==> src/rtl/gbc_pkg.sv <==
package gbc_pkg;

	localparam int unsigned ROUNDS     = 32;
	localparam int unsigned RND_IDX_W  = $clog2(ROUNDS);
	localparam int unsigned KEY_WORDS  = 8;
	localparam int unsigned KEY_IDX_W  = $clog2(KEY_WORDS);
	localparam int unsigned PADDR_W    = 6;
	localparam int unsigned PDATA_W    = 64;

	typedef logic [31:0] word_t;
	typedef logic [KEY_WORDS-1:0][31:0] key_words_t;
	typedef logic [KEY_IDX_W-1:0] key_idx_t;
	typedef logic [RND_IDX_W-1:0] rnd_idx_t;

	typedef struct packed {
		word_t left;
		word_t right;
	} half_pair_t;

	typedef enum logic [2:0] {
		REG_KEY_01  = 3'd0,
		REG_KEY_23  = 3'd1,
		REG_KEY_45  = 3'd2,
		REG_KEY_67  = 3'd3,
		REG_DECRYPT = 3'd4
	} reg_idx_t;

	localparam logic [3:0] SBOX [8][16] = '{
		'{4'd4, 4'd10, 4'd9, 4'd2, 4'd13, 4'd8, 4'd0, 4'd14,
		  4'd6, 4'd11, 4'd1, 4'd12, 4'd7, 4'd15, 4'd5, 4'd3},
		'{4'd14, 4'd11, 4'd4, 4'd12, 4'd6, 4'd13, 4'd15, 4'd10,
		  4'd2, 4'd3, 4'd8, 4'd1, 4'd0, 4'd7, 4'd5, 4'd9},
		'{4'd5, 4'd8, 4'd1, 4'd13, 4'd10, 4'd3, 4'd4, 4'd2,
		  4'd14, 4'd15, 4'd12, 4'd7, 4'd6, 4'd0, 4'd9, 4'd11},
		'{4'd7, 4'd13, 4'd10, 4'd1, 4'd0, 4'd8, 4'd9, 4'd15,
		  4'd14, 4'd4, 4'd6, 4'd12, 4'd11, 4'd2, 4'd5, 4'd3},
		'{4'd6, 4'd12, 4'd7, 4'd1, 4'd5, 4'd15, 4'd13, 4'd8,
		  4'd4, 4'd10, 4'd9, 4'd14, 4'd0, 4'd3, 4'd11, 4'd2},
		'{4'd4, 4'd11, 4'd10, 4'd0, 4'd7, 4'd2, 4'd1, 4'd13,
		  4'd3, 4'd6, 4'd8, 4'd5, 4'd9, 4'd12, 4'd15, 4'd14},
		'{4'd13, 4'd11, 4'd4, 4'd1, 4'd3, 4'd15, 4'd5, 4'd9,
		  4'd0, 4'd10, 4'd14, 4'd7, 4'd6, 4'd8, 4'd2, 4'd12},
		'{4'd1, 4'd15, 4'd13, 4'd0, 4'd5, 4'd7, 4'd10, 4'd4,
		  4'd9, 4'd2, 4'd3, 4'd14, 4'd6, 4'd11, 4'd8, 4'd12}
	};

	// most significant nibble goes through box 0
	function automatic word_t substitute(word_t w);
		word_t res;
		res = '0;
		for (int n = 0; n < 8; n++) begin
			res[(7-n)*4 +: 4] = SBOX[n][w[(7-n)*4 +: 4]];
		end
		return res;
	endfunction

	// key word used by a pipeline stage, decrypt walks the schedule backwards
	function automatic key_idx_t key_idx(rnd_idx_t stage, logic decrypt);
		rnd_idx_t r;
		r = decrypt ? rnd_idx_t'(ROUNDS - 1) - stage : stage;
		if (r < rnd_idx_t'(24)) begin
			return r[KEY_IDX_W-1:0];
		end
		return key_idx_t'(KEY_WORDS - 1) - r[KEY_IDX_W-1:0];
	endfunction

endpackage

==> src/rtl/gbc_regs.sv <==
module gbc_regs import gbc_pkg::*; (
	input  logic               clk,
	input  logic               arst_n,
	input  logic               psel,
	input  logic               penable,
	input  logic               pwrite,
	input  logic [PADDR_W-1:0] paddr,
	input  logic [PDATA_W-1:0] pwdata,
	output logic [PDATA_W-1:0] prdata,
	output logic               pready,
	output key_words_t         keys,
	output logic               decrypt
);

	logic [3:0][PDATA_W-1:0] key_pair_q;
	logic                    decrypt_q;
	logic [2:0]              idx;
	logic                    wr_en;

	assign idx    = paddr[PADDR_W-1:3];
	assign wr_en  = psel && penable && pwrite;
	assign pready = 1'b1;

	always_ff @(posedge clk or negedge arst_n) begin
		if (!arst_n) begin
			key_pair_q <= '0;
			decrypt_q  <= 1'b0;
		end else if (wr_en) begin
			unique case (idx)
				REG_KEY_01:  key_pair_q[0] <= pwdata;
				REG_KEY_23:  key_pair_q[1] <= pwdata;
				REG_KEY_45:  key_pair_q[2] <= pwdata;
				REG_KEY_67:  key_pair_q[3] <= pwdata;
				REG_DECRYPT: decrypt_q     <= pwdata[0];
				default: ;
			endcase
		end
	end

	always_comb begin
		unique case (idx)
			REG_KEY_01:  prdata = key_pair_q[0];
			REG_KEY_23:  prdata = key_pair_q[1];
			REG_KEY_45:  prdata = key_pair_q[2];
			REG_KEY_67:  prdata = key_pair_q[3];
			REG_DECRYPT: prdata = {{(PDATA_W-1){1'b0}}, decrypt_q};
			default:     prdata = '0;
		endcase
	end

	// even word in the upper half of each pair
	always_comb begin
		for (int k = 0; k < KEY_WORDS; k++) begin
			keys[k] = key_pair_q[k/2][(1 - k%2)*32 +: 32];
		end
	end

	assign decrypt = decrypt_q;

endmodule

==> config.mk <==
export PLATFORM = sky130hd
export DESIGN_NAME = gbc_regs
export DESIGN_NICKNAME = d
export VERILOG_FILES = /design/src/rtl/gbc_pkg.sv /design/src/rtl/gbc_regs.sv
export SDC_FILE = /design/constraint.sdc
export NUM_CORES = 1
export LEC_CHECK = 0
export BUFFER_PORTS_ARGS = -buffer_cell sky130_fd_sc_hd__buf_2
export CORE_AREA = 3 3 204 126
export DETAILED_ROUTE_END_ITERATION = 12
export DIE_AREA = 0 0 207 129
export PLACE_DENSITY_LB_ADDON = 0.12
export SLEW_MARGIN = 25
export SYNTH_ARGS = -nofsm -noshare
export SYNTH_HDL_FRONTEND = slang
export SYNTH_SLANG_ARGS = --single-unit
==> constraint.sdc <==
create_clock -name clk -period 1.8 [get_ports clk]
set_input_delay 0.18 -clock clk [delete_from_list [all_inputs] [get_ports clk]]
set_output_delay 0.18 -clock clk [all_outputs]
set_load 0.01 [all_outputs]
* Word level (Yosys, flattened, before mapping)
Index checks and enable logic that the tools add are counted.
** Operators by class
- Equality and inequality tests :: 4
- Multiplexer cells :: 1
- Reductions and logical operators :: 8
** Operators by type and width (count)
- $pmux W64 S5 :: 1
- $reduce_and A2 Y1 :: 5
- $eq A3 B2 Y1 const B :: 2
- $eq A3 B1 Y1 const B :: 1
- $eq A3 B3 Y1 const B :: 1
- $logic_not A3 Y1 :: 1
- $logic_and A1 B1 Y1 :: 2
** Word-level totals
- Output and inout port bits :: 322
- Logic and storage cells :: 18
- Register bits after elaboration :: 257

* Longest topological paths before layout
Gate-level depths: netlist of the first run.
- Depth after elaboration :: 3
- Gate-level depth with buffers :: 6
- Depth with buffers taken out :: 3

* Least setup slack after synthesis of the first run
No wires, ideal clock.
- Kind :: input -> register
- Start point :: input paddr[3]
- End point :: register key_pair_q, in the netlist keys[128]
- Required time :: 1.675 ns
- Arrival :: 1.395 ns
- Path slack :: 0.280 ns
- Stages on the path :: 6
- Setup time :: 0.125 ns
- Path through :: buf_2 buf_4 nor3b_1 buf_2 buf_4 mux2_2
** Between the ends
- Longest elaborated chain between the ends :: 2
** Ends and longest elaborated chain
- start: declaration :: line gbc_regs.sv:7 : input logic [PADDR_W-1:0] paddr,
- $eq A3 B2 Y1 :: line gbc_regs.sv:29 : unique case (idx)
- $reduce_and A2 Y1 (no source line)
- end: declaration :: line gbc_regs.sv:15 : logic [3:0][PDATA_W-1:0] key_pair_q;
Every way passes these cells.
A chain may end at the register's enable or synchronous reset.

* Worst setup path after layout of the first run
- Start point :: register key_pair_q, in the netlist keys[137]
- End point :: output prdata[41]
** Between the ends
- Longest elaborated chain between the ends :: 1
** Ends and longest elaborated chain
- $pmux W64 S5 :: line gbc_regs.sv:41 : unique case (idx)
- end: declaration :: line gbc_regs.sv:9 : output logic [PDATA_W-1:0] prdata,
Every way passes these cells.

==> metrics.cfg, run 1 <==
[run_status]
outcome=finished, violations left
failing_checks=setup timing

[clock_tree]
cts_inserted_buffers=24
cts_tree=done
root_buffer=sky130_fd_sc_hd__clkbuf_16
cts_sinks=257
clock_latency_ps=510
clkSlewWorstSetupHoldPaths_ps=70
cts_htree_levels=1
cts.path.max_buffers=3

[sta]
finalSetupViolCount=63
hold_viol=0
worstMarginPinSlew_ps=668
max_slew_headroom_pct=55.5
fmaxAchievable_ghz=0.529
final.hold.worst_slack_ps=195
slew_viol_final=0
rsz0062_at_grt=yes
finalSetupTns_ps=-2590
final.period_utilization_pct=105
clock_skew_ps=0
layout_min_cycle_time_ps=1890
timing.final.ws_setup_ps=-89.1

[cells_and_area]
synthToLayoutAreaGrowth_pct=49.6
design_area_mm2=0.0178
n_antenna_cell=0
final_layout_size_suffix_gt1_share_pct=72.7
finished_layout_cells=1722
share_of_the_core_filled_with_cells_in_the_final_layout_pct=74.1
finish.net_count=1458

[global_routing]
antenna_violations_before_repair=0
overflow=0
grt.total_usage_pct=26.9
grt_pass1_vias=9352
grt_start_max_net_pins=53
global_route_wire_length_before_repair_um=56100

[yosys]
primary_ff_master_synth=sky130_fd_sc_hd__dfrtp_1
yosysWarningCount=0
synth.yosys.seq_area_share_pct=54.1
post-synth-top-area-cell=sky130_fd_sc_hd__dfrtp_1
yosys.area.top_type_share_pct=54.1
synth_fp_nets=782
most_instantiated_library_cell_after_synthesis=sky130_fd_sc_hd__dfrtp_1
yosysUniqueCellTypes=23
asyncSetResetFlopFracSynth_pct=100
netlist_top_cells_area=sky130_fd_sc_hd__dfrtp_1, sky130_fd_sc_hd__mux2_2, sky130_fd_sc_hd__mux4_2, sky130_fd_sc_hd__mux2_4, sky130_fd_sc_hd__nor2b_1
postSynthCellCount=707
synth-edff-count=0
synth.cells.most_frequent=sky130_fd_sc_hd__dfrtp_1, sky130_fd_sc_hd__mux2_2, sky130_fd_sc_hd__mux4_2, sky130_fd_sc_hd__nor2b_1, sky130_fd_sc_hd__mux2_4
postSynthAreaPerCell_um2=16.8
ys_seq_elements=257
synth_cell_area_mm2=0.0119

[place]
gpl.final_weighted_congestion=0.783
numPlacedInstances=1401
io_buffers=392
placed_cell_area_mm2=0.0144
dpl_worst_slack_ps=66.0
dp_hpwl_um=23100

[setup_path]
worstSetupStartpoint=keys[137]
setup.worst_path.start_class=flip-flop
timing.reg2reg.setup_slack_ps=740
timing_worst_setup_path_type=reg2out
worst-path-max-fanout=3
worst_ep_required_time_ps=1620
reg2reg_from=keys[102]
critical_path_arrival_ps=1710
endpoint_kind=output port

[routing]
firstDrtPassIters=4
wl_per_cell_um=21.6
wirelength_um=37100
route.detailed.drc=0
detailroute.via_count=9095
detail_route.iter0.violations=477
ant_nets=0
avgViaCountPerCell=5.28

[floorplan]
die_x_um=207
pin_count=397
starting_density_of_the_core_pct=49.6
die_area_mm2=0.0267
design.core.area_mm2=0.0240
row_count=44
floorplan.die.height_um=129

[power]
peakVddDrop_mv=0.691
power.density_cell_area_mw_per_mm2=1100
p_leak_nw=9.25
total_power_mw=19.6

[min_path]
hp-class=in2async

[run]
drv.max_cap_violation_count=0

[kinds of logic (layout without fill, tap and decap cells)]
group                  after synthesis  after routing  share of synthesized area, %
other                                1              1                        0.0315
DFF                                257            257                          54.1
muxes                              321            321                          38.2
AOI/OAI and AO/OA                    3              3                         0.158
and+or+nand+nor                     74             74                          4.07
buffers and inverters               51            744                          3.45
[area by class of cell]
cell class	instances	area, um^2
Timing Repair Buffer	701	4900
Clock inverter	7	100
Tap cell	322	403
Multi-Input combinational cell	399	5260
Clock buffer	36	706
Sequential cell	257	6430
Fill cell	1560	6210
[final timing paths]
check / endpoint / cells after the start
min reg2reg: keys[143] / 1
min in group clk: decrypt / 4
max in group asynchronous: keys[114] / 3
max reg2reg: keys[102] / 3
max: prdata[41] / 3
min: keys[111] / 2
[per-layer routing]
| metal | vias to the layer above | routed length, um | global-route usage, % |
|---|---|---|---|
| li1 | 3956 | - | - |
| met1 | 4697 | 15500 | 36.7 |
| met2 | 378 | 17700 | 43.5 |
| met3 | 64 | 3060 | 7.29 |
| met4 | 0 | 923 | 6.66 |
| met5 | - | 0 | 0 |
[state kept, by name, summed over array words and instances (netlist names)]
name,cells
decrypt,1
keys,256
[cells in the final DEF (no fill, tap or decap), drive strengths merged, types with 2 or more instances in the layout]
cell type	instances
nor3b	3
nor2b	63
bufinv	2
mux4	63
clkbuf	36
dlygate4sd3	65
buf	636
clkinv	4
nand2	2
mux2	258
dfrtp	257
[what timing repair did]
action | in CTS | in global routing
resized for setup | 20 | 53
gates cloned | 0 | 0
pin swaps | 0 | 1
buffers inserted | 167 | 46
setup endpoints to repair | 64 | 64
hold buffers | 65 | 0
endpoints found under the hold margin | 469 | 0
[where the power goes]
| part | total [mW] | internal (mW) | switching (mW) |
|---|---|---|---|
| logic | 6.73 | 3.96 | 2.77 |
| registers | 7.65 | 6.91 | 0.740 |
| clock network | 5.20 | 3.01 | 2.19 |
[worst max-delay path, cell delays in order (launching register included)]
cell                      delay (ps)
sky130_fd_sc_hd__dfrtp_1         400
sky130_fd_sc_hd__mux4_2          470
sky130_fd_sc_hd__nor2b_1         150
sky130_fd_sc_hd__buf_4           170
Note: power is estimated with default switching activity, not from simulation.
==> run 2: changes to the inputs <==
--- a/config.mk
+++ b/config.mk
@@ -6,9 +6,9 @@
 export NUM_CORES = 1
 export LEC_CHECK = 0
 export BUFFER_PORTS_ARGS = -buffer_cell sky130_fd_sc_hd__buf_2
-export CORE_AREA = 3 3 204 126
+export CORE_AREA = 3 3 145 175
 export DETAILED_ROUTE_END_ITERATION = 12
-export DIE_AREA = 0 0 207 129
+export DIE_AREA = 0 0 148 178
 export PLACE_DENSITY_LB_ADDON = 0.12
 export SLEW_MARGIN = 25
 export SYNTH_ARGS = -nofsm -noshare
==> run 2 against run 1 <==
Net effect: the run still ends with setup timing left; die area down 1.3%; register-to-register slack barely moved; cell count is 0.58% lower; clock power rose by 11%; total power is 1.1% higher; core utilization down 0.65 points; critical path depth is the same; fmax increased by 1.2%; global-route usage down 0.79 points; sequential power is essentially flat; sequential cell count stayed put; clock skew is the same.
==> metrics.cfg, run 2 (synthesis gave the netlist of run 1 again) <==
[routing]
detail_route.iter0.violations=310  ; -35%
wirelength_um=35700  ; -4.0%
avgViaCountPerCell=5.24  ; -0.85%
wl_per_cell_um=20.8  ; -3.5%
route.detailed.drc=0  ; unchanged
ant_nets=0  ; unchanged
detailroute.via_count=8965  ; -1.4%
firstDrtPassIters=4  ; unchanged

[global_routing]
antenna_violations_before_repair=0  ; unchanged
global_route_wire_length_before_repair_um=54200  ; -3.6%
overflow=0  ; unchanged
grt_start_max_net_pins=68  ; +28%
grt.total_usage_pct=26.1  ; -0.79 points
grt_pass1_vias=9600  ; +2.7%

[sta]
hold_viol=0  ; unchanged
clock_skew_ps=0  ; unchanged
finalSetupViolCount=63  ; unchanged
layout_min_cycle_time_ps=1870  ; -22.8 ps
fmaxAchievable_ghz=0.536  ; +1.2%
final.period_utilization_pct=104  ; -1.3 points
slew_viol_final=0  ; unchanged
timing.final.ws_setup_ps=-66.3  ; +22.8 ps
finalSetupTns_ps=-2240  ; +350 ps
rsz0062_at_grt=yes

[cells_and_area]
synthToLayoutAreaGrowth_pct=47.6
multiInputGateArea_mm2=0.00513  ; -2.4%
area.sequential_mm2=0.00643  ; unchanged
finish.net_count=1448  ; -0.69%
final_common_cell=sky130_fd_sc_hd__buf_2
design_area_mm2=0.0176  ; -1.3%
n_antenna_cell=0  ; unchanged
share_of_the_core_filled_with_cells_in_the_final_layout_pct=73.5  ; -0.65 points
largest_reg_flops=256  ; unchanged
final_layout_size_suffix_gt1_share_pct=71.6  ; -1.2 points
mostFrequentLayoutCells=sky130_fd_sc_hd__buf_2, sky130_fd_sc_hd__dfrtp_1, sky130_fd_sc_hd__buf_4, sky130_fd_sc_hd__mux2_2, sky130_fd_sc_hd__dlygate4sd3_1
fillCellCount=1580  ; +1.3%

[place]
placed_cell_area_mm2=0.0144  ; -0.21%
dp_hpwl_um=22200  ; -3.7%
dpl_worst_slack_ps=98.4  ; +32.4 ps
gpl.final_weighted_congestion=0.799  ; +2.0%
io_buffers=392  ; unchanged

[power]
power_frac_seq_pct=38.6  ; -0.5 points
power.share.combinational_pct=32.4  ; -2.0 points
p_leak_nw=9.17  ; -0.86%
switching_share_pct=28.5  ; -0.67 points
power.density_cell_area_mw_per_mm2=1130  ; +2.4%
power.clock.fraction_pct=29.0  ; +2.4 points
internal_power_mw=14.2  ; +2.0%
peakVddDrop_mv=0.795  ; +15%
p_sw_mw=5.63  ; -1.2%

[setup_path]
critical_path_arrival_ps=1690  ; -20 ps
worst-path-max-fanout=3  ; unchanged
timing.critical_path.slowest_cell_delay_ps=460  ; about the same
setup.worst_path.start_class=flip-flop
timing.critical_path.cells=mux4_2 -> nor2b_1 -> buf_2
endpoint_kind=output port
worst_ep_required_time_ps=1620  ; about the same
critical_path_buf_inv_count=1  ; unchanged
critical_path_top_delay_cell=sky130_fd_sc_hd__mux4_2
critical-path-top-delay-family=multiplexers
timing_worst_setup_path_type=reg2out

[clock_tree]
cts_sinks=257  ; unchanged
clock_latency_ps=520  ; about the same
clkSlewWorstSetupHoldPaths_ps=60  ; about the same
cts_htree_levels=1  ; unchanged
cts_inserted_buffers=26  ; +8.3%
cts_tree=done
cts.path.max_buffers=3  ; unchanged
root_buffer=sky130_fd_sc_hd__clkbuf_16

[run_status]
failing_checks=setup timing
outcome=finished, violations left

[floorplan]
die_x_um=148  ; -29%
floorplan.die.height_um=178  ; +38%
row_count=62  ; +41%
die_area_mm2=0.0263  ; -1.3%
starting_density_of_the_core_pct=49.8  ; +0.23 points
pin_count=397  ; unchanged
design.core.area_mm2=0.0239  ; -0.46%

[min_path]
hp-class=in2reg

[run]
drv.max_cap_violation_count=0  ; unchanged

[run 2: layout make-up]
| class | instances | area share, % |
|---|---|---|
| Sequential cell | 257 | 36.6 |
| Multi-Input combinational cell | 399 | 29.2 |
| Timing Repair Buffer | 689 | 26.6 |
| Clock buffer | 34 | 4.23 |
| Tap cell | 320 | 2.28 |
| Clock inverter | 13 | 1.01 |
[run 2: what timing repair did]
item	4_1_cts	5_1_grt
buffers inserted	164	39
endpoints found under the setup margin	63	64
pin swaps	0	2
endpoints found under the hold margin	434	0
hold buffers	65	0
gates cloned	0	0
resized for setup	6	17
[run 2: path summary, 6_finish.rpt]
check | start | to | slack [ps] | cells after the start
min reg2reg | keys[227] | keys[227] | 510 | 1
max in group asynchronous | arst_n | keys[3] | 920 | 3
min in group asynchronous | arst_n | keys[43] | 180 | 2
max | keys[195] | prdata[35] | -70 | 3
min | paddr[4] | decrypt | 140 | 3
max reg2reg | keys[174] | keys[174] | 750 | 3
[run 2: per-layer routing]
layer  part of all wire [%]  global-route usage, %  vias to the layer above
met5                      0                      0                        -
met4                    2.7                   7.35                        0
met3                    7.8                   6.05                       65
met2                     51                   45.5                      394
met1                     39                   32.8                     4569
li1                       -                      -                     3937
[run 2: through the flow]
step	std cells	power, mW	hold slack [ps]
final	1712	19.8	136
after global routing	1712	20.7	141
after CTS	1673	19.6	113
after detailed placement	1397	12.6	122
after global placement	1397	12.5	123
after floorplan	707	10.3	-116
[run 2: worst reg2reg max path, cell delays in order (launching register included)]
cell	delay [ps]
sky130_fd_sc_hd__dfrtp_1	410
sky130_fd_sc_hd__buf_4	150
sky130_fd_sc_hd__buf_4	130
sky130_fd_sc_hd__mux2_2	250
[run 2: power groups by stage]
stage / Clock (mW) / Sequential [mW] / Combinational (mW)
global route: 6.08 / 7.76 / 6.83
global placement: 0 / 7.86 / 4.60
finish: 5.75 / 7.64 / 6.41
detailed placement: 0 / 7.90 / 4.66
CTS: 5.87 / 7.61 / 6.09
floorplan: 0 / 8.25 / 2.06
==> run 3: changes to the inputs <==
--- a/config.mk
+++ b/config.mk
@@ -6,9 +6,9 @@
 export NUM_CORES = 1
 export LEC_CHECK = 0
 export BUFFER_PORTS_ARGS = -buffer_cell sky130_fd_sc_hd__buf_2
-export CORE_AREA = 3 3 145 175
+export CORE_AREA = 3 3 162 195
 export DETAILED_ROUTE_END_ITERATION = 12
-export DIE_AREA = 0 0 148 178
+export DIE_AREA = 0 0 165 198
 export PLACE_DENSITY_LB_ADDON = 0.12
 export SLEW_MARGIN = 25
 export SYNTH_ARGS = -nofsm -noshare
==> constraint.sdc (replaced) <==
create_clock -name clk -period 2.4 [get_ports clk]
set_input_delay 0.24 -clock clk [delete_from_list [all_inputs] [get_ports clk]]
set_output_delay 0.24 -clock clk [all_outputs]
set_load 0.01 [all_outputs]
==> run 3 against run 2 <==
Net effect: the flow now finishes without violations; register-to-register slack gained 830 ps; via count shrank 12%; clock-buffer cell count up 15; sequential cell count did not move; sequential power shrank 23%; cell count fell by 7.8%; critical endpoint is now prdata[46].
==> metrics.cfg, run 3 (synthesis gave the netlist of run 1 again) <==
[sta]
worstMarginPinSlew_ps=553
finalSetupViolCount=0  ; -100%
finalSetupTns_ps=0  ; +2240 ps
layout_min_cycle_time_ps=2030
hold_viol=0  ; unchanged
slew_viol_final=0  ; unchanged
clock_skew_ps=0  ; unchanged
rsz0062_at_grt=no
final.period_utilization_pct=84.5
max_slew_headroom_pct=63.1
fmaxAchievable_ghz=0.493

[global_routing]
use_met3_pct=5.80  ; -0.25 points
grt.total_usage_pct=20.0  ; -6.0 points
use_met1_pct=25.9  ; -6.9 points
grt_start_max_net_pins=70  ; +2.9%
top_usage_layer=met2
antenna_violations_before_repair=0  ; unchanged
gr-usage-met2_pct=33.7  ; -12 points
overflow=0  ; unchanged
grt_pass1_vias=8580  ; -11%
global_route_wire_length_before_repair_um=51400  ; -5.1%

[clock_tree]
cts_htree_levels=1  ; unchanged
clock_latency_ps=530  ; about the same
cts_tree=done
cts_sinks=257  ; unchanged
root_buffer=sky130_fd_sc_hd__clkbuf_16
clkSlewWorstSetupHoldPaths_ps=60  ; about the same
post-cts-setup-buffer-count=0  ; -100%
post_cts_resize_count=0  ; -6
cts.path.max_buffers=3  ; unchanged
cts_inserted_buffers=28  ; +7.7%
postCtsHoldBufs=65  ; unchanged

[power]
p_sw_mw=3.95  ; -30%
power.share.combinational_pct=25.4  ; -7.0 points
p_leak_nw=8.07  ; -12%
power_frac_seq_pct=42.2  ; +3.6 points
power.density_cell_area_mw_per_mm2=869  ; -23%
internal_power_mw=9.91  ; -30%
peakVddDrop_mv=0.568  ; -28%
switching_share_pct=28.5  ; +0.044 points
power.clock.fraction_pct=32.3  ; +3.3 points

[setup_path]
reg2reg_from=keys[161]
worst_ep_required_time_ps=2160  ; +540 ps
timing.reg2reg.setup_slack_ps=1580  ; +830 ps
worstSetupEndpoint=prdata[46]
crit-reg2reg-capture=keys[161]
critical_path_arrival_ps=1790  ; +100 ps
timing.reg2reg.worst_path_depth=1  ; -2
timing_worst_setup_path_type=in2out
worst-path-max-fanout=22  ; +19
worstSetupStartpoint=paddr[3]
endpoint_kind=output port
setup.worst_path.start_class=primary input

[cells_and_area]
finish.net_count=1242  ; -14%
share_of_the_core_filled_with_cells_in_the_final_layout_pct=53.6  ; -20 points
largest_reg_flops=256  ; unchanged
final_common_cell=sky130_fd_sc_hd__buf_2
mostFrequentLayoutCells=sky130_fd_sc_hd__buf_2, sky130_fd_sc_hd__dfrtp_1, sky130_fd_sc_hd__mux2_2, sky130_fd_sc_hd__dlygate4sd3_1
final_layout_size_suffix_gt1_share_pct=65.4  ; -6.1 points
synthToLayoutAreaGrowth_pct=34.1
finished_layout_cells=1579  ; -7.8%
n_antenna_cell=0  ; unchanged

[floorplan]
pin_count=397  ; unchanged
design.core.area_mm2=0.0298  ; +25%
die_x_um=165  ; +11%
starting_density_of_the_core_pct=39.9  ; -9.9 points
row_count=69  ; +11%
floorplan.die.height_um=198  ; +11%
die_area_mm2=0.0327  ; +24%

[run]
drv.max_cap_violation_count=0  ; unchanged

[routing]
wirelength_um=33500  ; -6.1%
wl_per_cell_um=21.2  ; +1.8%
avgViaCountPerCell=5.02  ; -4.1%
ant_nets=0  ; unchanged
detail_route.iter0.violations=324  ; +4.5%
detailroute.via_count=7927  ; -12%
firstDrtPassIters=4  ; unchanged
route.detailed.drc=0  ; unchanged

[min_path]
hp-class=in2reg

[place]
dp_hpwl_um=23000  ; +3.3%
numPlacedInstances=1462  ; +4.7%
gpl.final_weighted_congestion=0.753  ; -5.7%
io_buffers=392  ; unchanged

[run_status]
outcome=finished, final reports clean

==> run 3: routing by layer <==
metal / up-vias / share of wire [%]
li1: 3526 / -
met1: 4067 / 41
met2: 298 / 49
met3: 36 / 8.3
met4: 0 / 1.6
met5: - / 0
==> run 3: power by group through the flow <==
stage	Sequential (mW)	Combinational (mW)	Clock, mW
2_1_floorplan	6.19	1.55	0
3_3_place_gp	5.91	3.46	0
3_5_place_dp	5.93	3.50	0
4_1_cts	5.87	3.59	4.61
5_1_grt	5.98	3.82	4.78
6_report	5.85	3.52	4.48
==> run 3: worst min-delay path by stage <==
stage | start | to | cells past startpoint
after floorplan | arst_n | decrypt | 0
after global placement | arst_n | keys[237] | 1
after detailed placement | arst_n | keys[237] | 1
after CTS | penable | decrypt | 4
after global routing | penable | decrypt | 4
final | penable | decrypt | 4
==> run 3: cell type report <==
cell class / count / area, um^2
fill: 2565 / 13800
sequential: 257 / 6430
multi-input combinational: 399 / 5070
timing repair buffer: 481 / 3000
clock buffer: 49 / 901
tap: 390 / 488
clock inverter: 3 / 67.6
==> run 3: through the flow <==
step / hold slack (ps) / setup WS, ps / total power, mW / instance area, um^2
final: 225 / 373 / 13.9 / 16000
after global routing: 234 / 261 / 14.6 / 16000
after CTS: 205 / 336 / 14.1 / 16000
after detailed placement: 247 / 337 / 9.43 / 14300
after global placement: 245 / 332 / 9.37 / 14300
after floorplan: -55.6 / 813 / 7.74 / 11900
==> run 3: critical path, cell delays in order <==
cell                      delay [ps]
sky130_fd_sc_hd__buf_4           410
sky130_fd_sc_hd__buf_12          270
sky130_fd_sc_hd__mux4_2          520
sky130_fd_sc_hd__nor2b_1         140
sky130_fd_sc_hd__buf_2           160
