===== config.mk =====
export PLATFORM = sky130hd
export DESIGN_NAME = gbc_round
export DESIGN_NICKNAME = d
export VERILOG_FILES = /design/src/rtl/gbc_pkg.sv /design/src/rtl/gbc_round.sv
export SDC_FILE = /design/constraint.sdc
export NUM_CORES = 1
export LEC_CHECK = 0
export ABC_AREA = 1
export BUFFER_PORTS_ARGS = -buffer_cell sky130_fd_sc_hd__buf_2
export CAP_MARGIN = 20
export CORE_MARGIN = 4
export CORE_UTILIZATION = 59
export CTS_CLUSTER_DIAMETER = 120
export DETAILED_ROUTE_END_ITERATION = 8
export PLACE_DENSITY = 0.88
export SLEW_MARGIN = 40
export SYNTH_ARGS = -nofsm -noshare
export SYNTH_HDL_FRONTEND = slang
export SYNTH_SLANG_ARGS = --single-unit
export TNS_END_PERCENT = 100

===== constraint.sdc =====
create_clock -name clk -period 7.8 [get_ports clk]
set_clock_uncertainty 0.1 [all_clocks]
set_input_delay 0.39 -clock clk [delete_from_list [all_inputs] [get_ports clk]]
set_output_delay 0.39 -clock clk [all_outputs]
set_load 0.02 [all_outputs]

===== src/rtl/gbc_pkg.sv =====
package gbc_pkg;

	localparam int unsigned ROUNDS     = 32;
	localparam int unsigned RND_IDX_W  = $clog2(ROUNDS);
	localparam int unsigned KEY_WORDS  = 8;
	localparam int unsigned KEY_IDX_W  = $clog2(KEY_WORDS);
	localparam int unsigned PADDR_W    = 6;
	localparam int unsigned PDATA_W    = 64;

	typedef logic [31:0] word_t;
	typedef logic [KEY_WORDS-1:0][31:0] key_words_t;
	typedef logic [KEY_IDX_W-1:0] key_idx_t;
	typedef logic [RND_IDX_W-1:0] rnd_idx_t;

	typedef struct packed {
		word_t left;
		word_t right;
	} half_pair_t;

	typedef enum logic [2:0] {
		REG_KEY_01  = 3'd0,
		REG_KEY_23  = 3'd1,
		REG_KEY_45  = 3'd2,
		REG_KEY_67  = 3'd3,
		REG_DECRYPT = 3'd4
	} reg_idx_t;

	localparam logic [3:0] SBOX [8][16] = '{
		'{4'd4, 4'd10, 4'd9, 4'd2, 4'd13, 4'd8, 4'd0, 4'd14,
		  4'd6, 4'd11, 4'd1, 4'd12, 4'd7, 4'd15, 4'd5, 4'd3},
		'{4'd14, 4'd11, 4'd4, 4'd12, 4'd6, 4'd13, 4'd15, 4'd10,
		  4'd2, 4'd3, 4'd8, 4'd1, 4'd0, 4'd7, 4'd5, 4'd9},
		'{4'd5, 4'd8, 4'd1, 4'd13, 4'd10, 4'd3, 4'd4, 4'd2,
		  4'd14, 4'd15, 4'd12, 4'd7, 4'd6, 4'd0, 4'd9, 4'd11},
		'{4'd7, 4'd13, 4'd10, 4'd1, 4'd0, 4'd8, 4'd9, 4'd15,
		  4'd14, 4'd4, 4'd6, 4'd12, 4'd11, 4'd2, 4'd5, 4'd3},
		'{4'd6, 4'd12, 4'd7, 4'd1, 4'd5, 4'd15, 4'd13, 4'd8,
		  4'd4, 4'd10, 4'd9, 4'd14, 4'd0, 4'd3, 4'd11, 4'd2},
		'{4'd4, 4'd11, 4'd10, 4'd0, 4'd7, 4'd2, 4'd1, 4'd13,
		  4'd3, 4'd6, 4'd8, 4'd5, 4'd9, 4'd12, 4'd15, 4'd14},
		'{4'd13, 4'd11, 4'd4, 4'd1, 4'd3, 4'd15, 4'd5, 4'd9,
		  4'd0, 4'd10, 4'd14, 4'd7, 4'd6, 4'd8, 4'd2, 4'd12},
		'{4'd1, 4'd15, 4'd13, 4'd0, 4'd5, 4'd7, 4'd10, 4'd4,
		  4'd9, 4'd2, 4'd3, 4'd14, 4'd6, 4'd11, 4'd8, 4'd12}
	};

	// most significant nibble goes through box 0
	function automatic word_t substitute(word_t w);
		word_t res;
		res = '0;
		for (int n = 0; n < 8; n++) begin
			res[(7-n)*4 +: 4] = SBOX[n][w[(7-n)*4 +: 4]];
		end
		return res;
	endfunction

	// key word used by a pipeline stage, decrypt walks the schedule backwards
	function automatic key_idx_t key_idx(rnd_idx_t stage, logic decrypt);
		rnd_idx_t r;
		r = decrypt ? rnd_idx_t'(ROUNDS - 1) - stage : stage;
		if (r < rnd_idx_t'(24)) begin
			return r[KEY_IDX_W-1:0];
		end
		return key_idx_t'(KEY_WORDS - 1) - r[KEY_IDX_W-1:0];
	endfunction

endpackage


===== src/rtl/gbc_round.sv =====
module gbc_round import gbc_pkg::*; (
	input  logic       clk,
	input  logic       arst_n,
	input  logic       up_valid,
	output logic       up_ready,
	input  half_pair_t up_blk,
	input  word_t      rkey,
	output logic       dn_valid,
	input  logic       dn_ready,
	output half_pair_t dn_blk
);

	logic       valid_s1;
	half_pair_t blk_s1;
	word_t      f_val;

	assign up_ready = !valid_s1 || dn_ready;

	always_comb begin
		word_t sum;
		word_t sub;
		sum   = up_blk.right + rkey;
		sub   = substitute(sum);
		f_val = {sub[20:0], sub[31:21]};
	end

	always_ff @(posedge clk or negedge arst_n) begin
		if (!arst_n) begin
			valid_s1 <= 1'b0;
		end else if (up_ready) begin
			valid_s1 <= up_valid;
		end
	end

	always_ff @(posedge clk) begin
		if (up_ready && up_valid) begin
			blk_s1.left  <= up_blk.right;
			blk_s1.right <= f_val ^ up_blk.left;
		end
	end

	assign dn_valid = valid_s1;
	assign dn_blk   = blk_s1;

endmodule


After elaboration in Yosys (flattened, before gate mapping):

Memories as Yosys holds them, arrays and structs flattened.
Cells that the tools add are included.

* eq/ne operators: 0
* add/subtract/negate cells: 1
* bitwise logic cells: 9
* div/mod/pow operators: 0
* mux-type cells: 16
* shift-type cells: 0
* magnitude comparators: 8
* reductions and logical operators: 3
* multipliers: 0

Operators with widths (number)
* 4-bit 2-to-1 mux: 16
* 5-bit greater-or-equal comparator, second input constant: 8
* 4-bit NOT with 5-bit output: 8
* 32-bit adder: 1
* 32-bit XOR: 1
* 1-bit logical AND: 1
* 1-bit logical NOT: 1
* 1-bit logical OR: 1

* RAM bits: 0
* flip-flop bits (word level): 65
* word-level logic and storage cells: 48
* ROM bits: 512
* bits in latches: 0
* memories kept: 8
* output and inout port bits: 66
* bits of input ports: 100

Memories
* (no name shown): depth 16, bits a word 4, read ports 1, clocked after memory_dff 0, wr ports 0, RTL line gbc_pkg.sv:52 `res[(7-n)*4 +: 4] = SBOX[n][w[(7-n)*4 +: 4]];`
* (no name shown): depth 16, bits a word 4, read ports 1, clocked after memory_dff 0, wr ports 0, RTL line gbc_pkg.sv:52
* (no name shown): depth 16, bits a word 4, read ports 1, clocked after memory_dff 0, wr ports 0, RTL line gbc_pkg.sv:52
* (no name shown): depth 16, bits a word 4, read ports 1, clocked after memory_dff 0, wr ports 0, RTL line gbc_pkg.sv:52
* (no name shown): depth 16, bits a word 4, read ports 1, clocked after memory_dff 0, wr ports 0, RTL line gbc_pkg.sv:52
* (no name shown): depth 16, bits a word 4, read ports 1, clocked after memory_dff 0, wr ports 0, RTL line gbc_pkg.sv:52
* 2 more memories

Logic depth before layout (Yosys ltp):

Gate-level depths: netlist of run 1.

* word-level depth: 6
* gate-level depth with buffers: 23

Worst setup path before layout of run 1:

No wires, ideal clock.

* path type: reg2reg
* start point: register valid_s1, in the netlist dn_valid
* end point: register blk_s1, in the netlist dn_blk[0] (enable)
* path buffers: 0
* setup slack: 3.569 ns
* arrival: 3.624 ns
* library setup time: 0.507 ns
* clock period less this slack: 4.231 ns
* cell stages (with the launch flop): 2
* cells stage by stage: dfrtp_1 a21oi_1

* word-level cells in the longest chain between the ends: 3

RTL lines
* start: declaration: RTL line gbc_round.sv:13 `logic valid_s1;`
* start signal: assignment: RTL line gbc_round.sv:31 `valid_s1 <= up_valid;`
* 1-bit logical NOT: RTL line gbc_round.sv:17 `assign up_ready = !valid_s1 || dn_ready;`
* 1-bit logical OR: RTL line gbc_round.sv:17
* 1-bit logical AND: RTL line gbc_round.sv:36 `if (up_ready && up_valid) begin`
* end: declaration: RTL line gbc_round.sv:14 `half_pair_t blk_s1;`

Every way passes these cells.
A chain may end at the register's enable or synchronous reset.

Final worst setup path of run 1:

* start point: input port up_blk[0] (netlist name)
* end point: register blk_s1, in the netlist dn_blk[9], data pin

* word-level cells in the longest chain between the ends: 6

RTL lines
* start: declaration: RTL line gbc_round.sv:6 `input half_pair_t up_blk,`
* 32-bit adder: RTL line gbc_round.sv:22 `sum = up_blk.right + rkey;`
* 4-bit NOT with 5-bit output (implied by the code): RTL line gbc_pkg.sv:52
* memory 16 x 4 bit
* 4-bit 2-to-1 mux (implied by the code) (2 in series): RTL line gbc_pkg.sv:52
* 32-bit XOR: RTL line gbc_round.sv:38 `blk_s1.right <= f_val ^ up_blk.left;`

Every way passes these cells. The select of a mux whose other input is x is not followed.

==> results of run 1 <==
## metal layers
layer	routed length, um	vias to the layer above	global-route usage (%)
li1	-	3360	-
met1	6800	2855	31.2
met2	7550	232	43.7
met3	1120	30	4.03
met4	465	0	10.3
met5	0	-	0
## per-stage QoR
stage,hold WS (ps),utilization [%],setup WS [ps],cells
2_1_floorplan,-5.59,-,3570,958
3_3_place_gp,66.6,69.9,4630,1264
3_5_place_dp,65.6,69.9,4520,1264
4_1_cts,110,71.8,4920,1281
5_1_grt,115,71.8,4600,1281
6_report,125,71.8,4900,1281
## sequential cells by signal, summed over array words and instances, names as in the netlist
signal / count
dn_valid: 1
dn_blk: 64
## worst max path at each step
stage | end | depth (start not counted) | startpoint
2_1_floorplan | dn_blk[0] | 1 | dn_valid
3_3_place_gp | dn_blk[9] | 21 | up_blk[0]
3_5_place_dp | dn_blk[29] | 18 | up_blk[0]
4_1_cts | dn_blk[29] | 18 | up_blk[0]
5_1_grt | dn_blk[5] | 21 | up_blk[0]
6_report | dn_blk[9] | 21 | up_blk[0]
## final cells by class
| cell class | count | area, sq um | area share, % |
|---|---|---|---|
| Timing Repair Buffer | 167 | 847 | 10.9 |
| Multi-Input combinational cell | 714 | 3950 | 50.7 |
| Inverter | 179 | 672 | 8.63 |
| Tap cell | 140 | 175 | 2.25 |
| Clock inverter | 3 | 40.0 | 0.514 |
| Sequential cell | 65 | 1950 | 25.0 |
| Clock buffer | 13 | 159 | 2.04 |
## cells in the final DEF, fill, tap and decap left out, types with 4 or more instances in the layout
cell and count:
sky130_fd_sc_hd__xor2_1 15, sky130_fd_sc_hd__nor3_1 4, sky130_fd_sc_hd__edfxtp_1 64, sky130_fd_sc_hd__nand2_4 4, sky130_fd_sc_hd__clkbuf_8 11, sky130_fd_sc_hd__nor2_1 42, sky130_fd_sc_hd__ha_1 76, sky130_fd_sc_hd__buf_2 165
sky130_fd_sc_hd__nand3b_1 15, sky130_fd_sc_hd__nand3_2 4, sky130_fd_sc_hd__a21oi_1 19, sky130_fd_sc_hd__o211ai_1 8, sky130_fd_sc_hd__inv_1 177, sky130_fd_sc_hd__nand3_1 90, sky130_fd_sc_hd__o21ai_0 17, sky130_fd_sc_hd__nand2_2 16
sky130_fd_sc_hd__xnor2_1 10, sky130_fd_sc_hd__nand2_1 376
## power breakdown
part | switching [W] | internal, W
sequential | 0.00000802 | 0.000441
clock | 0.000131 | 0.000164
combinational | 0.000428 | 0.000232
total | 0.000567 | 0.000838
## worst max-delay path, stage by stage
cell	delay, ps
sky130_fd_sc_hd__buf_2	90
sky130_fd_sc_hd__ha_1	200
sky130_fd_sc_hd__inv_1	70
sky130_fd_sc_hd__fa_1	390
sky130_fd_sc_hd__inv_1	120
sky130_fd_sc_hd__nand3_1	70
sky130_fd_sc_hd__nand2_1	130
sky130_fd_sc_hd__nand3_1	80
sky130_fd_sc_hd__nand3b_1	160
sky130_fd_sc_hd__nand2_1	110
sky130_fd_sc_hd__nand2_1	80
sky130_fd_sc_hd__nand2_1	50
sky130_fd_sc_hd__nand2_1	140
sky130_fd_sc_hd__inv_1	100
sky130_fd_sc_hd__ha_1	290
sky130_fd_sc_hd__inv_1	90
sky130_fd_sc_hd__nand3_1	90
sky130_fd_sc_hd__nand3_1	120
sky130_fd_sc_hd__nand2_1	60
sky130_fd_sc_hd__nand2_1	50
sky130_fd_sc_hd__nand2_1	40
## cells by family after synthesis
kind of cell,after synthesis
buf+inv,179
compound gates,50
simple gates,558
fa+ha+maj,77
xor+xnor,29
flops,65
==> impl_metrics.xml, run 1 <==
<?xml version="1.0" encoding="UTF-8"?>
<metrics>
  <group name="synth">
    <metric name="synth_xor_area_share" unit="%">4.68</metric>
    <metric name="synthArstFlopShare" unit="%">1.54</metric>
    <metric name="synthesis.yosys.warnings" unit="">0</metric>
    <metric name="synth_top_cell_by_area" unit="">sky130_fd_sc_hd__edfxtp_1</metric>
    <metric name="synth-compound-area-share" unit="%">4.24</metric>
    <metric name="synth.net_count" unit="">1135</metric>
    <metric name="synthesis.instances" unit="">958</metric>
    <metric name="post_synth.cell_area_avg" unit="sq um">6.84</metric>
    <metric name="synth_top_cells_by_area" unit="">sky130_fd_sc_hd__edfxtp_1 29%, sky130_fd_sc_hd__nand2_1 22%, sky130_fd_sc_hd__ha_1 15%, sky130_fd_sc_hd__inv_1 10%, sky130_fd_sc_hd__nand3_1 6.9%</metric>
    <metric name="flip_flop_and_latch_count_after_synthesis" unit="">65</metric>
    <metric name="synthDominantCellAreaShare" unit="%">29.3</metric>
    <metric name="postSynth.topFlopCell" unit="">sky130_fd_sc_hd__edfxtp_1</metric>
    <metric name="fraction_of_the_mapped_netlist_area_in_adder_cells" unit="%">14.8</metric>
    <metric name="post_synth_mux_area_share" unit="%">0</metric>
    <metric name="yosysMostFrequentCell" unit="">sky130_fd_sc_hd__nand2_1</metric>
    <metric name="synth.distinct_cells" unit="">27</metric>
    <metric name="synth.cell_area" unit="sq mm">0.00656</metric>
    <metric name="number_of_enable_type_register_cells_in_the_synthesized_netlist" unit="">64</metric>
    <metric name="synth.top_cells.by_count" unit="">376 x sky130_fd_sc_hd__nand2_1, 177 x sky130_fd_sc_hd__inv_1, 90 x sky130_fd_sc_hd__nand3_1</metric>
    <metric name="seq_area_frac_synth" unit="%">29.7</metric>
    <metric name="synth_simple_gate_area_share" unit="%">36.3</metric>
    <metric name="synth_top_family_by_area" unit="">simple AND/OR/NAND/NOR gates</metric>
  </group>
  <group name="sta">
    <metric name="layout_min_cycle_time" unit="ps">2900</metric>
    <metric name="max_slew_margin" unit="%">60.0</metric>
    <metric name="tns" unit="ps">0</metric>
    <metric name="worstMarginPinSlew" unit="ps">600</metric>
    <metric name="final_hold_viol_count" unit="">0</metric>
    <metric name="rsz_0062_raised_after_global_routing" unit="">no</metric>
    <metric name="report.final.setup_viol" unit="">0</metric>
    <metric name="finalMaxSlewViolations" unit="">0</metric>
    <metric name="timing.fmax" unit="MHz">344</metric>
    <metric name="fin_crit_sh" unit="%">37.2</metric>
  </group>
  <group name="die">
    <metric name="floorplan.die.width" unit="um">113</metric>
    <metric name="floorplan.core_area" unit="sq mm">0.0108</metric>
    <metric name="num_rows" unit="">38</metric>
    <metric name="die_area" unit="sq mm">0.0129</metric>
    <metric name="die_h" unit="um">113</metric>
    <metric name="ioPinCount" unit="">166</metric>
    <metric name="initial_cell_density_of_the_core" unit="%">60.5</metric>
  </group>
  <group name="critical_path">
    <metric name="worstPathMaxFanout" unit="">5</metric>
    <metric name="critPathLaunchType" unit="">primary input</metric>
    <metric name="regToRegEndpoint" unit="">dn_blk[57]</metric>
    <metric name="endpoint_kind" unit="">flip-flop</metric>
    <metric name="rrSetupSlack" unit="ps">6240</metric>
    <metric name="cp.required" unit="ps">7820</metric>
    <metric name="critPathArrivalTime" unit="ps">2920</metric>
    <metric name="crit_type" unit="">primary input to flip-flop</metric>
    <metric name="critical_path.reg2reg.startpoint" unit="">dn_valid</metric>
    <metric name="worst-r2r-cell-count" unit="">2</metric>
  </group>
  <group name="power">
    <metric name="vdd.ir_drop.worst" unit="mV">0.102</metric>
    <metric name="powerDensity" unit="mW/mm^2">180</metric>
    <metric name="total_power" unit="W">0.00140</metric>
    <metric name="p_leak" unit="nW">4.49</metric>
  </group>
  <group name="cells_and_area">
    <metric name="antennaDiodeCount" unit="">0</metric>
    <metric name="num-nets-final" unit="">1313</metric>
    <metric name="drive_gt1_share" unit="%">18.8</metric>
    <metric name="design_area" unit="sq mm">0.00779</metric>
    <metric name="count_of_filler_cells_inserted_in_the_layout" unit="">932</metric>
    <metric name="synthToLayoutAreaGrowth" unit="%">18.8</metric>
  </group>
  <group name="route">
    <metric name="route.detailed.wl_per_inst" unit="um">12.4</metric>
    <metric name="via_count" unit="">6477</metric>
    <metric name="number_of_vias_per_cell" unit="">5.06</metric>
    <metric name="detail_route.first_pass.iterations" unit="">5</metric>
    <metric name="drt_iter0_drc" unit="">327</metric>
    <metric name="antenna_violating_nets_post_route" unit="">0</metric>
    <metric name="drc" unit="">0</metric>
    <metric name="finalWirelength" unit="um">15900</metric>
  </group>
  <group name="clocking">
    <metric name="numCtsBuffers" unit="">9</metric>
    <metric name="clock_pin_slew_of_the_registers_on_the_worst_case_setup_and_hold_paths" unit="ps">70</metric>
    <metric name="worstSkewPairLatency" unit="ps">360</metric>
    <metric name="cts_root_buffer" unit="">sky130_fd_sc_hd__clkbuf_8</metric>
    <metric name="cts_htree_levels" unit="">3</metric>
    <metric name="numClockSinks" unit="">65</metric>
    <metric name="ctsResizeCount" unit="">0</metric>
    <metric name="tritoncts" unit="">done</metric>
    <metric name="post_cts_hold_buffer_count" unit="">1</metric>
    <metric name="clock_path_buffers" unit="">2</metric>
    <metric name="postCtsSetupBuffers" unit="">0</metric>
  </group>
  <group name="global_route">
    <metric name="grt_max_degree" unit="">65</metric>
    <metric name="total_grt_overflow" unit="">0</metric>
    <metric name="grt_first_pass_wirelength" unit="um">26700</metric>
    <metric name="via_count_of_the_first_global_routing_pass" unit="">6170</metric>
    <metric name="overall_global_routing_resource_usage" unit="%">25.2</metric>
    <metric name="grt_antenna_before_repair" unit="">0</metric>
  </group>
  <group name="placed_design">
    <metric name="place.detailed.hpwl" unit="um">13000</metric>
    <metric name="detailed_place.area" unit="sq mm">0.00757</metric>
    <metric name="gp_congestion" unit="">0.939</metric>
    <metric name="numPortBuffers" unit="">165</metric>
  </group>
  <group name="min_path">
    <metric name="worst_hold_startpoint" unit="">up_blk[9]</metric>
    <metric name="hold_class" unit="">primary input to flip-flop</metric>
    <metric name="whs_path_depth" unit="">1</metric>
    <metric name="whs_endpoint" unit="">dn_blk[41]</metric>
  </group>
  <group name="flow_run">
    <metric name="maximum_capacitance_violations" unit="">0</metric>
  </group>
  <group name="outcome">
    <metric name="status" unit="">finished clean</metric>
  </group>
</metrics>
(Power assumes the default switching activity.)
==> inputs of run 2 (changes only) <==
--- a/config.mk
+++ b/config.mk
@@ -9,10 +9,10 @@
 export BUFFER_PORTS_ARGS = -buffer_cell sky130_fd_sc_hd__buf_2
 export CAP_MARGIN = 20
 export CORE_MARGIN = 4
-export CORE_UTILIZATION = 59
+export CORE_UTILIZATION = 50
 export CTS_CLUSTER_DIAMETER = 120
 export DETAILED_ROUTE_END_ITERATION = 8
-export PLACE_DENSITY = 0.88
+export PLACE_DENSITY = 0.8
 export SLEW_MARGIN = 40
 export SYNTH_ARGS = -nofsm -noshare
 export SYNTH_HDL_FRONTEND = slang
==> constraint.sdc (replaced) <==
create_clock -name clk -period 2.35 [get_ports clk]
set_clock_uncertainty 0.1 [all_clocks]
set_input_delay 0.1175 -clock clk [delete_from_list [all_inputs] [get_ports clk]]
set_output_delay 0.1175 -clock clk [all_outputs]
set_load 0.02 [all_outputs]
==> run 2 against run 1 <==
  * Global-route usage shrank 0.27 points
  * Clock power grew to 4.2 times the previous value
  * Via count grew 15%
  * Total power grew to 4.0 times the previous value
  * Wire length grew 27%
  * Register-to-register slack lost 5300 ps
  * Die area grew 17%
  * First-iteration DRC count grew 54%
  * Non-clock buffer count grew 183
  * Sequential power grew to 3.3 times the previous value
  * Utilization grew 5.5 points
  * Highest routed layer unchanged
  * Flip-flop and latch count is the same
==> impl_metrics.xml, run 2 (synthesis results as in run 1) <==
<?xml version="1.0" encoding="UTF-8"?>
<metrics>
  <group name="outcome">
    <metric name="status" unit="">finished clean</metric>
  </group>
  <group name="critical_path">
    <metric name="critPathLaunchType" unit="">primary input</metric>
    <metric name="path_delay_family" unit="">simple AND/OR/NAND/NOR gates</metric>
    <metric name="worst-r2r-cell-count" unit="">2</metric>
    <metric name="critical_path.reg2reg.startpoint" unit="">dn_valid</metric>
    <metric name="critical_path_cell_by_cell" unit="">buf_2 &gt; ha_1 &gt; buf_4 &gt; nand2_4 &gt; inv_1 &gt; a21oi_1 &gt; nand2_2 &gt; nand2_2 &gt; nand2_4 &gt; xor2_2 &gt; buf_4 &gt; ha_1 &gt; nand3b_1 &gt; nand3_1 &gt; nand2_1 &gt; nand2_1 &gt; nand2_1</metric>
    <metric name="cp_num_cells" unit="">17</metric>
    <metric name="most_frequent_cell_on_the_critical_path" unit="">sky130_fd_sc_hd__nand2_1</metric>
    <metric name="cp.required" unit="ps">2340</metric>
    <metric name="endpoint_kind" unit="">flip-flop</metric>
    <metric name="worstPathMaxFanout" unit="">4</metric>
    <metric name="crit_type" unit="">primary input to flip-flop</metric>
    <metric name="rrSetupSlack" unit="ps">930</metric>
    <metric name="critPathArrivalTime" unit="ps">2310</metric>
    <metric name="timing.critical_path.from" unit="">up_blk[6]</metric>
    <metric name="regToRegEndpoint" unit="">dn_blk[61]</metric>
    <metric name="endpoint" unit="">dn_blk[29]</metric>
    <metric name="crit_path_largest_cell_delay" unit="ps">310</metric>
    <metric name="worst-path-buf-inv" unit="">4</metric>
    <metric name="critical_path.slowest_cell" unit="">sky130_fd_sc_hd__ha_1</metric>
  </group>
  <group name="placed_design">
    <metric name="numPortBuffers" unit="">165</metric>
    <metric name="place_worst_setup_slack" unit="ps">-361</metric>
    <metric name="place.detailed.hpwl" unit="um">14200</metric>
    <metric name="gp_congestion" unit="">0.932</metric>
    <metric name="place_inst" unit="">1418</metric>
  </group>
  <group name="cells_and_area">
    <metric name="antennaDiodeCount" unit="">0</metric>
    <metric name="num-nets-final" unit="">1497</metric>
    <metric name="drive_gt1_share" unit="%">31.4</metric>
    <metric name="most-common-layout-cells" unit="">357 x sky130_fd_sc_hd__nand2_1, 170 x sky130_fd_sc_hd__inv_1, 163 x sky130_fd_sc_hd__buf_2</metric>
    <metric name="synthToLayoutAreaGrowth" unit="%">50.2</metric>
    <metric name="flip_flop_count_of_the_largest_register_after_layout" unit="">64</metric>
    <metric name="commonest_non_fill_non_tap_cell_in_the_layout" unit="">sky130_fd_sc_hd__nand2_1</metric>
    <metric name="final-instance-count-excl-fill" unit="">1497</metric>
  </group>
  <group name="route">
    <metric name="drc" unit="">0</metric>
    <metric name="route.detailed.wl_per_inst" unit="um">13.5</metric>
    <metric name="antenna_violating_nets_post_route" unit="">0</metric>
    <metric name="drt_iter0_drc" unit="">505</metric>
    <metric name="detail_route.first_pass.iterations" unit="">5</metric>
    <metric name="via_count" unit="">7466</metric>
    <metric name="finalWirelength" unit="um">20300</metric>
    <metric name="number_of_vias_per_cell" unit="">4.99</metric>
  </group>
  <group name="power">
    <metric name="vdd.ir_drop.worst" unit="mV">0.405</metric>
    <metric name="powerDensity" unit="mW/mm^2">575</metric>
    <metric name="p_leak" unit="nW">5.41</metric>
  </group>
  <group name="sta">
    <metric name="fin_crit_sh" unit="%">98.9</metric>
    <metric name="finalMaxSlewViolations" unit="">0</metric>
    <metric name="rsz_0062_raised_after_global_routing" unit="">yes</metric>
    <metric name="layout_setup_ws" unit="ps">26.3</metric>
    <metric name="worst_hold_slack" unit="ps">1.71</metric>
    <metric name="max_slew_margin" unit="%">74.1</metric>
    <metric name="report.final.setup_viol" unit="">0</metric>
    <metric name="worstMarginPinSlew" unit="ps">389</metric>
    <metric name="timing.fmax" unit="MHz">430</metric>
    <metric name="final_hold_viol_count" unit="">0</metric>
    <metric name="layout_min_cycle_time" unit="ps">2320</metric>
  </group>
  <group name="die">
    <metric name="floorplan.core_area" unit="sq mm">0.0127</metric>
    <metric name="die_area" unit="sq mm">0.0150</metric>
    <metric name="floorplan.die.width" unit="um">123</metric>
    <metric name="die_h" unit="um">123</metric>
    <metric name="ioPinCount" unit="">166</metric>
    <metric name="initial_cell_density_of_the_core" unit="%">51.5</metric>
    <metric name="num_rows" unit="">41</metric>
  </group>
  <group name="clocking">
    <metric name="clock_path_buffers" unit="">2</metric>
    <metric name="numClockSinks" unit="">65</metric>
    <metric name="numCtsBuffers" unit="">9</metric>
    <metric name="cts_root_buffer" unit="">sky130_fd_sc_hd__clkbuf_16</metric>
    <metric name="cts_htree_levels" unit="">3</metric>
    <metric name="tritoncts" unit="">done</metric>
    <metric name="clock_pin_slew_of_the_registers_on_the_worst_case_setup_and_hold_paths" unit="ps">50</metric>
    <metric name="worstSkewPairLatency" unit="ps">330</metric>
  </group>
  <group name="min_path">
    <metric name="hold_class" unit="">primary input to flip-flop</metric>
    <metric name="whs_path_depth" unit="">3</metric>
  </group>
  <group name="flow_run">
    <metric name="maximum_capacitance_violations" unit="">0</metric>
  </group>
  <group name="global_route">
    <metric name="grt_max_degree" unit="">65</metric>
    <metric name="grt_antenna_before_repair" unit="">0</metric>
    <metric name="via_count_of_the_first_global_routing_pass" unit="">6928</metric>
    <metric name="overall_global_routing_resource_usage" unit="%">24.9</metric>
    <metric name="total_grt_overflow" unit="">0</metric>
    <metric name="grt_first_pass_wirelength" unit="um">30400</metric>
  </group>
</metrics>
-- run 2: worst min-delay path by stage --
| stage | startpoint | to | slack, ps |
|---|---|---|---|
| 3_5_place_dp | arst_n | dn_valid | -200 |
| 6_report | up_blk[62] | dn_blk[30] | 2 |
| 4_1_cts | up_blk[62] | dn_blk[30] | 1 |
| 5_1_grt | up_blk[42] | dn_blk[10] | 6 |
| 3_3_place_gp | arst_n | dn_valid | -210 |
| 2_1_floorplan | arst_n | dn_valid | -280 |
-- run 2: worst register-to-register path: stages, from the launching register on --
cell and delay (ps):
sky130_fd_sc_hd__dfrtp_1 410, sky130_fd_sc_hd__a21oi_4 180, sky130_fd_sc_hd__buf_12 310
-- run 2: layout make-up --
cell class	count	area, sq um
multi-input combinational	715	4350
fill	894	2880
timing repair buffer	350	2390
sequential	65	1950
inverter	179	679
clock buffer	13	250
tap	172	215
clock inverter	3	17.5
-- run 2: routing by layer --
layer  global-route usage, %  vias to the layer above  wire length, um
met5                       0                        -                0
met4                    7.63                        0              526
met3                    4.24                       49             1400
met2                    44.8                      295            10200
met1                    30.3                     3398             8180
li1                        -                     3724                -
-- run 2: what timing repair did --
action                                  4_1_cts  5_1_grt
resized for setup                             1       78
endpoints found under the setup margin        8       25
cloned                                        0        1
hold endpoints to repair                     55        0
hold buffers                                 57        0
pin swaps                                     1       20
setup buffers                                 2        3
-- run 2: per-stage QoR --
step / TNS, ps / power, W / utilization (%) / instance area, sq um
after floorplan: -51.0 / 0.00318 / - / 6640
after global placement: -4510 / 0.00400 / 67.7 / 8610
after detailed placement: -6440 / 0.00410 / 67.7 / 8610
after CTS: 0 / 0.00541 / 74.4 / 9470
after global routing: -596 / 0.00604 / 77.4 / 9840
final: 0 / 0.00566 / 77.4 / 9840
-- run 2: power breakdown --
part | switching [W] | leakage (nW) | internal [W]
clock network | 0.000493 | 0.130 | 0.000739
logic | 0.00169 | 4.66 | 0.00124
registers | 0.0000288 | 0.622 | 0.00147
